## config.mk

```make
export PLATFORM = sky130hd
export DESIGN_NAME = filled_circle_span_generator_top
export DESIGN_NICKNAME = d
export VERILOG_FILES = /design/src/hw/rtl/fcsg_pkg.sv /design/src/hw/rtl/filled_circle_span_generator_top.sv
export SDC_FILE = /design/constraint.sdc
export NUM_CORES = 1
export LEC_CHECK = 0
export BUFFER_PORTS_ARGS = -buffer_cell sky130_fd_sc_hd__buf_2
export CELL_PAD_IN_SITES_DETAIL_PLACEMENT = 0
export CELL_PAD_IN_SITES_GLOBAL_PLACEMENT = 1
export CORE_ASPECT_RATIO = 2
export CORE_MARGIN = 5
export CORE_UTILIZATION = 45
export CTS_BUF_LIST = sky130_fd_sc_hd__clkbuf_8
export DETAILED_ROUTE_END_ITERATION = 16
export MAX_ROUTING_LAYER = met4
export PLACE_DENSITY_LB_ADDON = 0.1
export SLEW_MARGIN = 30
export SYNTH_ARGS = -nofsm -noshare
export SYNTH_HDL_FRONTEND = slang
export SYNTH_SLANG_ARGS = --single-unit
```

## constraint.sdc

```tcl
create_clock -name clk -period 5.8 [get_ports clk]
set_input_delay 0.58 -clock clk [delete_from_list [all_inputs] [get_ports clk]]
set_output_delay 0.58 -clock clk [all_outputs]
set_load 0.01 [all_outputs]
```

## src/hw/rtl/fcsg_pkg.sv

```systemverilog
// Package for the filled circle span generator.
// Holds the coordinate width default, the span, radius, decision and offset widths, the
// function codes and the span index codes. No dependencies.
package fcsg_pkg;

  localparam int COORD_BITS_DEF = 16;
  localparam int SPAN_BITS      = 16;
  localparam int RADIUS_BITS    = 15;
  localparam int DEC_BITS       = 20;
  localparam int OFS_BITS       = 16;

  localparam logic FUNC_START   = 1'b0;
  localparam logic FUNC_ADVANCE = 1'b1;

  localparam logic [1:0] SPAN_FIRST = 2'd0;
  localparam logic [1:0] SPAN_LAST  = 2'd3;

endpackage

```

## src/hw/rtl/filled_circle_span_generator_top.sv

```systemverilog
// Filled circle span generator: midpoint circle stepper plus a four-span output stage.
// Depends on fcsg_pkg.
//
// channel | direction | handshake          | payload
// in_     | input     | in_valid/in_stall  | func, center_x, center_y, radius
// out_    | output    | out_valid/out_stall| span_row, span_left, span_right, last_of_run,
//         |           |                    | circle_done
//
// A start transaction loads the stepper and yields nothing. An advance taken while the
// stepper runs updates it in the cycle it is taken and yields four spans, one per cycle
// from a snapshot register while out_stall is low (four spans share the one result port);
// an advance taken while the stepper is idle yields nothing. in_stall is high while the
// snapshot holds spans and its last span is not moving to the output register in this
// cycle. Reset (rst_n low, synchronous) clears the stepper to idle and drops all pending spans.
module filled_circle_span_generator_top #(
  parameter int COORD_BITS = fcsg_pkg::COORD_BITS_DEF
) (
  input  logic                                  clk,
  input  logic                                  rst_n,
  input  logic                                  in_valid,
  output logic                                  in_stall,
  input  logic                                  in_func,
  input  logic signed [fcsg_pkg::SPAN_BITS-1:0] in_center_x,
  input  logic signed [fcsg_pkg::SPAN_BITS-1:0] in_center_y,
  input  logic [fcsg_pkg::RADIUS_BITS-1:0]      in_radius,
  output logic                                  out_valid,
  input  logic                                  out_stall,
  output logic signed [fcsg_pkg::SPAN_BITS-1:0] out_span_row,
  output logic signed [fcsg_pkg::SPAN_BITS-1:0] out_span_left,
  output logic signed [fcsg_pkg::SPAN_BITS-1:0] out_span_right,
  output logic                                  out_last_of_run,
  output logic                                  out_circle_done
);
  import fcsg_pkg::*;

  typedef enum logic [1:0] {
    PH_IDLE  = 2'd0,
    PH_RUN   = 2'd1,
    PH_FINAL = 2'd2
  } phase_t;

  phase_t                phase_r, phase_nxt;
  logic [COORD_BITS-1:0] center_col_r, center_col_nxt;
  logic [COORD_BITS-1:0] center_row_r, center_row_nxt;
  logic [OFS_BITS-1:0]   offset_x_r, offset_x_nxt;
  logic [OFS_BITS-1:0]   offset_y_r, offset_y_nxt;
  logic [DEC_BITS-1:0]   decision_r, decision_nxt;

  // span snapshot
  logic                  s_valid_r;
  logic [1:0]            s_idx_r;
  logic [COORD_BITS-1:0] s_cx_r, s_cy_r;
  logic [OFS_BITS-1:0]   s_x_r, s_y_r;
  logic                  s_done_r;

  // output register
  logic                  out_valid_r;
  logic [SPAN_BITS-1:0]  out_row_r, out_left_r, out_right_r;
  logic                  out_last_r, out_done_r;

  logic                  in_acc;
  logic                  o_load;
  logic                  s_free;
  logic                  s_load;
  logic                  s_done_nxt;
  logic [OFS_BITS-1:0]   x_step, y_step;
  logic [DEC_BITS-1:0]   d_step;
  logic [OFS_BITS-1:0]   row_ofs, col_ofs;
  logic [COORD_BITS-1:0] row_ofs_ext, col_ofs_ext;
  logic [COORD_BITS-1:0] row_val, left_val, right_val;

  assign o_load   = s_valid_r && (!out_valid_r || !out_stall);
  assign s_free   = o_load && (s_idx_r == SPAN_LAST);
  assign in_stall = s_valid_r && !s_free;
  assign in_acc   = in_valid && !in_stall;

  // midpoint step from current state
  always_comb begin
    x_step = offset_x_r + OFS_BITS'(1);
    if (decision_r[DEC_BITS-1]) begin
      d_step = decision_r + (DEC_BITS'(offset_x_r) << 2) + DEC_BITS'(6);
      y_step = offset_y_r;
    end else begin
      d_step = decision_r + ((DEC_BITS'(offset_x_r) - DEC_BITS'(offset_y_r)) << 2)
               + DEC_BITS'(10);
      y_step = offset_y_r - OFS_BITS'(1);
    end
  end

  always_comb begin
    phase_nxt      = phase_r;
    center_col_nxt = center_col_r;
    center_row_nxt = center_row_r;
    offset_x_nxt   = offset_x_r;
    offset_y_nxt   = offset_y_r;
    decision_nxt   = decision_r;
    s_load         = 1'b0;
    s_done_nxt     = 1'b0;
    if (in_acc) begin
      if (in_func == FUNC_START) begin
        center_col_nxt = COORD_BITS'(in_center_x);
        center_row_nxt = COORD_BITS'(in_center_y);
        offset_x_nxt   = '0;
        offset_y_nxt   = OFS_BITS'(in_radius);
        decision_nxt   = DEC_BITS'(3) - (DEC_BITS'(in_radius) << 1);
        phase_nxt      = (in_radius != '0) ? PH_RUN : PH_IDLE;
      end else begin
        case (phase_r)
          PH_RUN: begin
            s_load       = 1'b1;
            offset_x_nxt = x_step;
            offset_y_nxt = y_step;
            decision_nxt = d_step;
            if (x_step < y_step) begin
              phase_nxt = PH_RUN;
            end else if (y_step != '0) begin
              phase_nxt = PH_FINAL;
            end else begin
              phase_nxt  = PH_IDLE;
              s_done_nxt = 1'b1;
            end
          end
          PH_FINAL: begin
            s_load       = 1'b1;
            s_done_nxt   = 1'b1;
            offset_x_nxt = offset_y_r;
            phase_nxt    = PH_IDLE;
          end
          default: begin
            phase_nxt = phase_r;
          end
        endcase
      end
    end
  end

  // span select: odd spans swap offsets, upper two use negative row offset
  always_comb begin
    row_ofs     = s_idx_r[0] ? s_y_r : s_x_r;
    col_ofs     = s_idx_r[0] ? s_x_r : s_y_r;
    row_ofs_ext = COORD_BITS'(row_ofs);
    col_ofs_ext = COORD_BITS'(col_ofs);
    row_val     = s_idx_r[1] ? (s_cy_r - row_ofs_ext) : (s_cy_r + row_ofs_ext);
    left_val    = s_cx_r - col_ofs_ext;
    right_val   = s_cx_r + col_ofs_ext;
  end

  always_ff @(posedge clk) begin
    if (!rst_n) begin
      phase_r      <= PH_IDLE;
      center_col_r <= '0;
      center_row_r <= '0;
      offset_x_r   <= '0;
      offset_y_r   <= '0;
      decision_r   <= '0;
      s_valid_r    <= 1'b0;
      s_idx_r      <= SPAN_FIRST;
      out_valid_r  <= 1'b0;
    end else begin
      phase_r      <= phase_nxt;
      center_col_r <= center_col_nxt;
      center_row_r <= center_row_nxt;
      offset_x_r   <= offset_x_nxt;
      offset_y_r   <= offset_y_nxt;
      decision_r   <= decision_nxt;

      if (s_load) begin
        s_valid_r <= 1'b1;
        s_idx_r   <= SPAN_FIRST;
      end else if (s_free) begin
        s_valid_r <= 1'b0;
        s_idx_r   <= SPAN_FIRST;
      end else if (o_load) begin
        s_idx_r <= s_idx_r + 2'd1;
      end

      if (o_load) begin
        out_valid_r <= 1'b1;
      end else if (!out_stall) begin
        out_valid_r <= 1'b0;
      end
    end
  end

  always_ff @(posedge clk) begin
    if (s_load) begin
      s_cx_r   <= center_col_r;
      s_cy_r   <= center_row_r;
      s_x_r    <= (phase_r == PH_FINAL) ? offset_y_r : offset_x_r;
      s_y_r    <= offset_y_r;
      s_done_r <= s_done_nxt;
    end
    if (o_load) begin
      out_row_r   <= SPAN_BITS'(row_val);
      out_left_r  <= SPAN_BITS'(left_val);
      out_right_r <= SPAN_BITS'(right_val);
      out_last_r  <= (s_idx_r == SPAN_LAST);
      out_done_r  <= (s_idx_r == SPAN_LAST) && s_done_r;
    end
  end

  assign out_valid       = out_valid_r;
  assign out_span_row    = out_row_r;
  assign out_span_left   = out_left_r;
  assign out_span_right  = out_right_r;
  assign out_last_of_run = out_last_r;
  assign out_circle_done = out_done_r;

endmodule

```

# ---- Word level (Yosys, flattened, before mapping)
# Index checks and enable logic that the tools add are counted.
dict set report word_totals {
  register_bits 205
  inputBits 52
  output_inout_bits 52
  word_cells 87
}
dict set report classes {
  add_sub_neg 13
  n_lt_le_gt_ge 1
  n_eq_ne 6
  muxes 27
  n_bitwise 2
  reduce_logical 19
}
# op count
set op_table {}
lappend op_table {{16-bit two-way mux} 8}
lappend op_table {{20-bit two-way mux} 3}
lappend op_table {{16-bit adder} 2}
lappend op_table {{16-bit one-hot mux with 2 select lines} 1}
lappend op_table {{16-bit subtractor} 2}
lappend op_table {{20-bit by 18-bit adder with 20-bit output} 1}
lappend op_table {{20-bit adder} 1}
lappend op_table {{20-bit by 3-bit adder with 20-bit output (second input constant)} 1}
lappend op_table {{20-bit by 4-bit adder with 20-bit output (second input constant)} 1}
lappend op_table {{16-bit by 16-bit subtractor with 17-bit output} 1}
lappend op_table {{2-bit by 16-bit subtractor with 17-bit output (first input constant)} 1}
lappend op_table {{16-bit by 1-bit adder with 16-bit output (second input constant)} 1}
lappend op_table {{16-bit < comparator} 1}
lappend op_table {{16-bit nonzero test} 1}
lappend op_table {{16-bit by 1-bit subtractor with 16-bit output (second input constant)} 1}
lappend op_table {{15-bit nonzero test} 1}
lappend op_table {{1-bit two-way mux} 10}
lappend op_table {{2-bit AND reduction} 4}
lappend op_table {{2-bit two-way mux} 3}
lappend op_table {{1-bit logical AND} 5}
lappend op_table {{2-bit == test (second input constant)} 2}
lappend op_table {{1-bit zero test} 4}
lappend op_table {{2-bit by 1-bit != test with 1-bit output (second input constant)} 2}
lappend op_table {{2-bit one-hot mux with 2 select lines} 1}
lappend op_table {{other kinds (9)} 10}

# ---- Logic depth before layout (Yosys ltp)
dict set report logic_depth {
  ltp_word 10
  depth_mapped 21
  mapped_depth_nobuf 21
}

# ---- Worst setup path before layout
# Ideal clock, no wire load.
dict set report synth_timing {
  path_kind {register to register}
  from {register s_idx_r[0]}
  to {register out_row_r[15] (netlist: out_span_row[15]) (data pin)}
  arrival_ns 4.240
  slack_ns 1.300
  stages_incl_launch_ff 18
  n_path_buf 4
  period_less_slack_ns 4.500
  path_cell_list {dfxtp_1 clkbuf_1 buf_2 buf_1 buf_2 mux2i_1 ha_1 o21ai_0 ha_1 nor2b_1 o21a_1 o21ai_2 a211oi_1 a2111oi_0 nor4_1 a2111oi_4 a21oi_1 xnor2_1}
}
dict set report synth_via {
  elab_chain_len 3
  elab_cells_between_ends 4
  cone_classes {2 x add/sub; 2 x mux}
}
# element line_no
set synth_rtl {}
lappend synth_rtl {{from (decl)} filled_circle_span_generator_top.sv:51} ;# logic [1:0] s_idx_r;
lappend synth_rtl {{from (signal assigned)} filled_circle_span_generator_top.sv:174} ;# s_idx_r <= s_idx_r + 2'd1;
lappend synth_rtl {{16-bit two-way mux *} filled_circle_span_generator_top.sv:139} ;# row_ofs = s_idx_r[0] ? s_y_r : s_x_r;
lappend synth_rtl {{16-bit adder / 16-bit subtractor (equally long branches)} filled_circle_span_generator_top.sv:143} ;# row_val = s_idx_r[1] ? (s_cy_r - row_ofs_ext) : (s_cy_r + row_ofs_ext);
lappend synth_rtl {{16-bit two-way mux *} filled_circle_span_generator_top.sv:143}
lappend synth_rtl {{named net row_val[15]} filled_circle_span_generator_top.sv:70} ;# logic [COORD_BITS-1:0] row_val, left_val, right_val;
lappend synth_rtl {{to (signal assigned)} filled_circle_span_generator_top.sv:194} ;# out_row_r <= SPAN_BITS'(row_val);
lappend synth_rtl {{to (decl)} filled_circle_span_generator_top.sv:58} ;# logic [SPAN_BITS-1:0] out_row_r, out_left_r, out_right_r;
# Mark *: on every way through the listed nets, which the timed path passes. The rest lies on a longest branch.
# A chain may end at the register's enable or synchronous reset.

# ---- Final worst setup path
dict set report layout_timing {
  from {register offset_y_r[2]}
  to {register decision_r[19]}
}
dict set report layout_via {
  elab_chain_len 6
}
# element line_no
set layout_rtl {}
lappend layout_rtl {{from (decl)} filled_circle_span_generator_top.sv:46} ;# logic [OFS_BITS-1:0] offset_y_r, offset_y_nxt;
lappend layout_rtl {{from (signal assigned)} filled_circle_span_generator_top.sv:164} ;# offset_y_r <= offset_y_nxt;
lappend layout_rtl {{16-bit by 16-bit subtractor with 17-bit output} filled_circle_span_generator_top.sv:84} ;# d_step = decision_r + ((DEC_BITS'(offset_x_r) - DEC_BITS'(offset_y_r)) << 2)
lappend layout_rtl {{20-bit adder} filled_circle_span_generator_top.sv:84}
lappend layout_rtl {{20-bit by 4-bit adder with 20-bit output} filled_circle_span_generator_top.sv:85} ;# + DEC_BITS'(10);
lappend layout_rtl {{20-bit two-way mux} filled_circle_span_generator_top.sv:80} ;# if (decision_r[DEC_BITS-1]) begin
lappend layout_rtl {{20-bit two-way mux} filled_circle_span_generator_top.sv:108} ;# case (phase_r)
lappend layout_rtl {{20-bit two-way mux} filled_circle_span_generator_top.sv:100} ;# if (in_func == FUNC_START) begin
lappend layout_rtl {{to (signal assigned)} filled_circle_span_generator_top.sv:165} ;# decision_r <= decision_nxt;
lappend layout_rtl {{to (decl)} filled_circle_span_generator_top.sv:47} ;# logic [DEC_BITS-1:0] decision_r, decision_nxt;
# Every way passes these cells. The select of a mux whose other input is x is not followed.

==> metrics.md <==
| Metric | Value |
|---|---|
| # Post-CTS Setup Buffers | 0 |
| Hold Crit Endpoint | center_col_r[9] |
| R2r startpoint | offset_y_r[2] |
| Register area | 5206 µm² |
| Vias in the first global route | 11410 |
| Via count | 11640 |
| Crit path launch type | flop |
| Final slew viol count | 0 |
| Setup violations, final | 0 |
| Via/cell ratio | 5.584 |
| Synth Warn # | 0 |
| Synth top area share | 24.12% |
| Synth Area per Inst | 9.214 µm² |
| FFs w/ async S/R, synth | 0% |
| GP Congestion | 0.8887 |
| P_leak | 6.502 nW |
| WL final | 39.51 mm |
| CTS H-Tree Depth | 2 |
| WL per Instance | 18.95 µm |
| Synth top area cells | edfxtp_1, ha_1, dfxtp_1, xnor2_1, nand2_1 |
| DP Area | 15100 µm² |
| Largest register FFs | 19 |
| CTS clock-pin slew for the worst setup and hold paths | 0.07 ns |
| Die H | 261.1 µm |
| Post-CTS resize count | 0 |
| Yosys top cell by area | edfxtp_1 |
| Tcrit/Tclk final | 82.36% |
| Routed Antenna Nets | 0 |
| R2r setup slk | 1.02 ns |
| Final Cell Area | 15840 µm² |
| Setup TNS | 0 ns |
| CTS Sinks | 203 |
| Finished Core Util | 50.60% |
| Area Overhead vs Synth | 11.66% |
| FILL cells | 3051 |
| Num CTS Buffers | 36 |
| Share of cells above drive strength 1 | 12.28% |
| Layout Skew | 0.02332 ns |
| Most used DFF post-synth | edfxtp_1 |
| Area of the multi-input gates | 8393 µm² |
| CP required | 6.26 ns |
| Hold slack | 0.2762 ns |
| Hold path startpoint | in_center_x[9] |
| Synth cell count leaders | ha_1, nand2_1, edfxtp_1 |
| Hold path depth | 3 |
| Worst Tran Pin Value | 0.9382 ns |
| VDD IR max | 0.1750 mV |
| Root buffer cell | clkbuf_8 |
| Largest net degree at the start of global routing | 90 |
| Max-cap violations | 0 |
| DR pass1 iterations | 5 |
| CTS tree | done |
| RSZ-0062 raised after global routing | false |
| Cells after synthesis | 1540 |
| HPWL after DPL | 29.43 mm |
| Post-Syn Area | 14190 µm² |
| Min-delay worst type | input port to flop |
| Worst skew pair latency | 0.55 ns |
| Final nets | 1843 |
| Number of synthesized flops with an enable pin | 114 |
| Non-filler cells in the finished layout | 2085 |
| Drt drc | 0 |
| Buffers added on ports | 103 |
| Fin crit period | 4.777 ns |
| Initial core utilization | 45.32% |
| Reg2reg end | decision_r[19] |
| Top-count cell post-synth | ha_1 |
| Post-CTS Hold Fix Bufs | 0 |
| Post-synth net total | 1748 |
| First-pass GRT wire length | 61.87 mm |
| Top-Level Pins | 104 |
| Initial antenna violation count | 0 |
| Seq/Total Area, Yosys | 36.68% |
| Tot GR Track Use | 22.80% |
| Flops & latches, synth | 203 |
| CORE AREA | 31310 µm² |
| Placed cells | 2020 |
| WP data arrival | 5.24 ns |
| Cell count of the worst reg-to-reg path | 18 |
| Largest fanout on the critical path | 8 |
| Post-synthesis cell type count | 78 |
| Power Dens Cells | 266.7 nW/µm² |
| Drt first-iter violations | 737 |
| Die width | 135.6 µm |
| CTS max path bufs | 3 |
| Outcome | completed |
| Core Rows | 92 |
| Final-report hold violation count | 0 |
| Crit. End Element | flop |
| Setup CP Type | flop to flop |
| Fmax | 209.3 MHz |
| Rel. slew slack | 37.45% |
| Die Area | 35400 µm² |
| Global route total overflow | 0 |
| Biggest register | decision_r |
## power breakdown
| group | total [mW] | internal [mW] | switching, mW |
|---|---|---|---|
| clock | 1.39 | 0.749 | 0.636 |
| sequential | 1.65 | 1.59 | 0.0583 |
| combinational | 1.19 | 0.497 | 0.693 |
## final cells by class
cell class / count / share of cell area (%)
timing repair buffer: 114 / 3.775
clock inverter: 19 / 0.7660
sequential: 203 / 32.86
clock buffer: 45 / 3.909
inverter: 99 / 2.361
tap: 423 / 3.340
multi-input combinational: 1181 / 52.97
antenna: 1 / 0.01579
## how the worst max path moves through the flow
stage                             start  slack, ns  cells past startpoint                to
after CTS                 offset_y_r[2]       1.12                     18    decision_r[19]
after global routing      offset_y_r[2]       0.70                     18    decision_r[19]
after floorplan              s_idx_r[0]       1.30                     17  out_span_row[15]
after global placement    offset_y_r[1]       1.22                     19    decision_r[19]
final                     offset_y_r[2]       1.02                     18    decision_r[19]
after detailed placement  offset_y_r[1]       1.12                     19    decision_r[19]
## through the flow
step / worst slack [ns] / total power [mW]
floorplan: 1.300 / 2.565
global placement: 1.224 / 2.844
detailed placement: 1.117 / 2.864
CTS: 1.120 / 4.271
global route: 0.7022 / 4.481
finish: 1.023 / 4.226
## placed cells by master (no fill, tap or decap), drive strengths merged, types with 14 or more instances in the layout
cell type and n:
a211oi 18, nor2b 37, nand2 147, nor3 47, mux2i 28, xor2 37
o21ai 78, inv 107, and3 15, ha 150, edfxtp 114, nand3 30
a22oi 14, a21o 17, nand2b 24, a21oi 96, a21boi 42, dfxtp 89
buf 114, nor2 113, and2 15, clkbuf 45, xnor2 93
## kinds of logic (layout without fill, tap and decap cells)
family / after synthesis / after routing / synth area share [%]
AOI/OAI and AO/OA: 380 / 380 / 17.73
muxes: 40 / 40 / 2.927
other: 0 / 1 / 0
and+or+nand+nor: 475 / 475 / 16.27
xor gates and xnor gates: 130 / 130 / 8.077
adders and majority gates: 156 / 156 / 14.07
DFF: 203 / 203 / 36.68
buffers and inverters: 156 / 277 / 4.241
## layer usage
| layer | track usage [%] | up-vias | share of wire [%] |
|---|---|---|---|
| met1 | 27.17 | 5541 | 42 |
| met3 | 2.826 | 84 | 3.8 |
| met4 | 8.380 | 0 | 3.5 |
| met2 | 39.36 | 273 | 51 |
| li1 | - | 5744 | - |
| met5 | - | - | 0 |
## critical path, cell delays in order, from the launching register on
cell,delay [ns]
dfxtp_1,0.55
inv_1,0.11
ha_1,0.34
o21ai_0,0.12
a21boi_0,0.37
o2111ai_1,0.21
a211oi_1,0.43
nor3_1,0.15
o41ai_1,0.49
a21oi_1,0.15
xnor2_1,0.14
ha_1,0.27
ha_1,0.35
or2_2,0.29
a21oi_1,0.14
a31oi_1,0.07
xor2_1,0.16
xnor2_1,0.13
o311ai_1,0.21
Note: power is estimated with default switching activity, not from simulation.
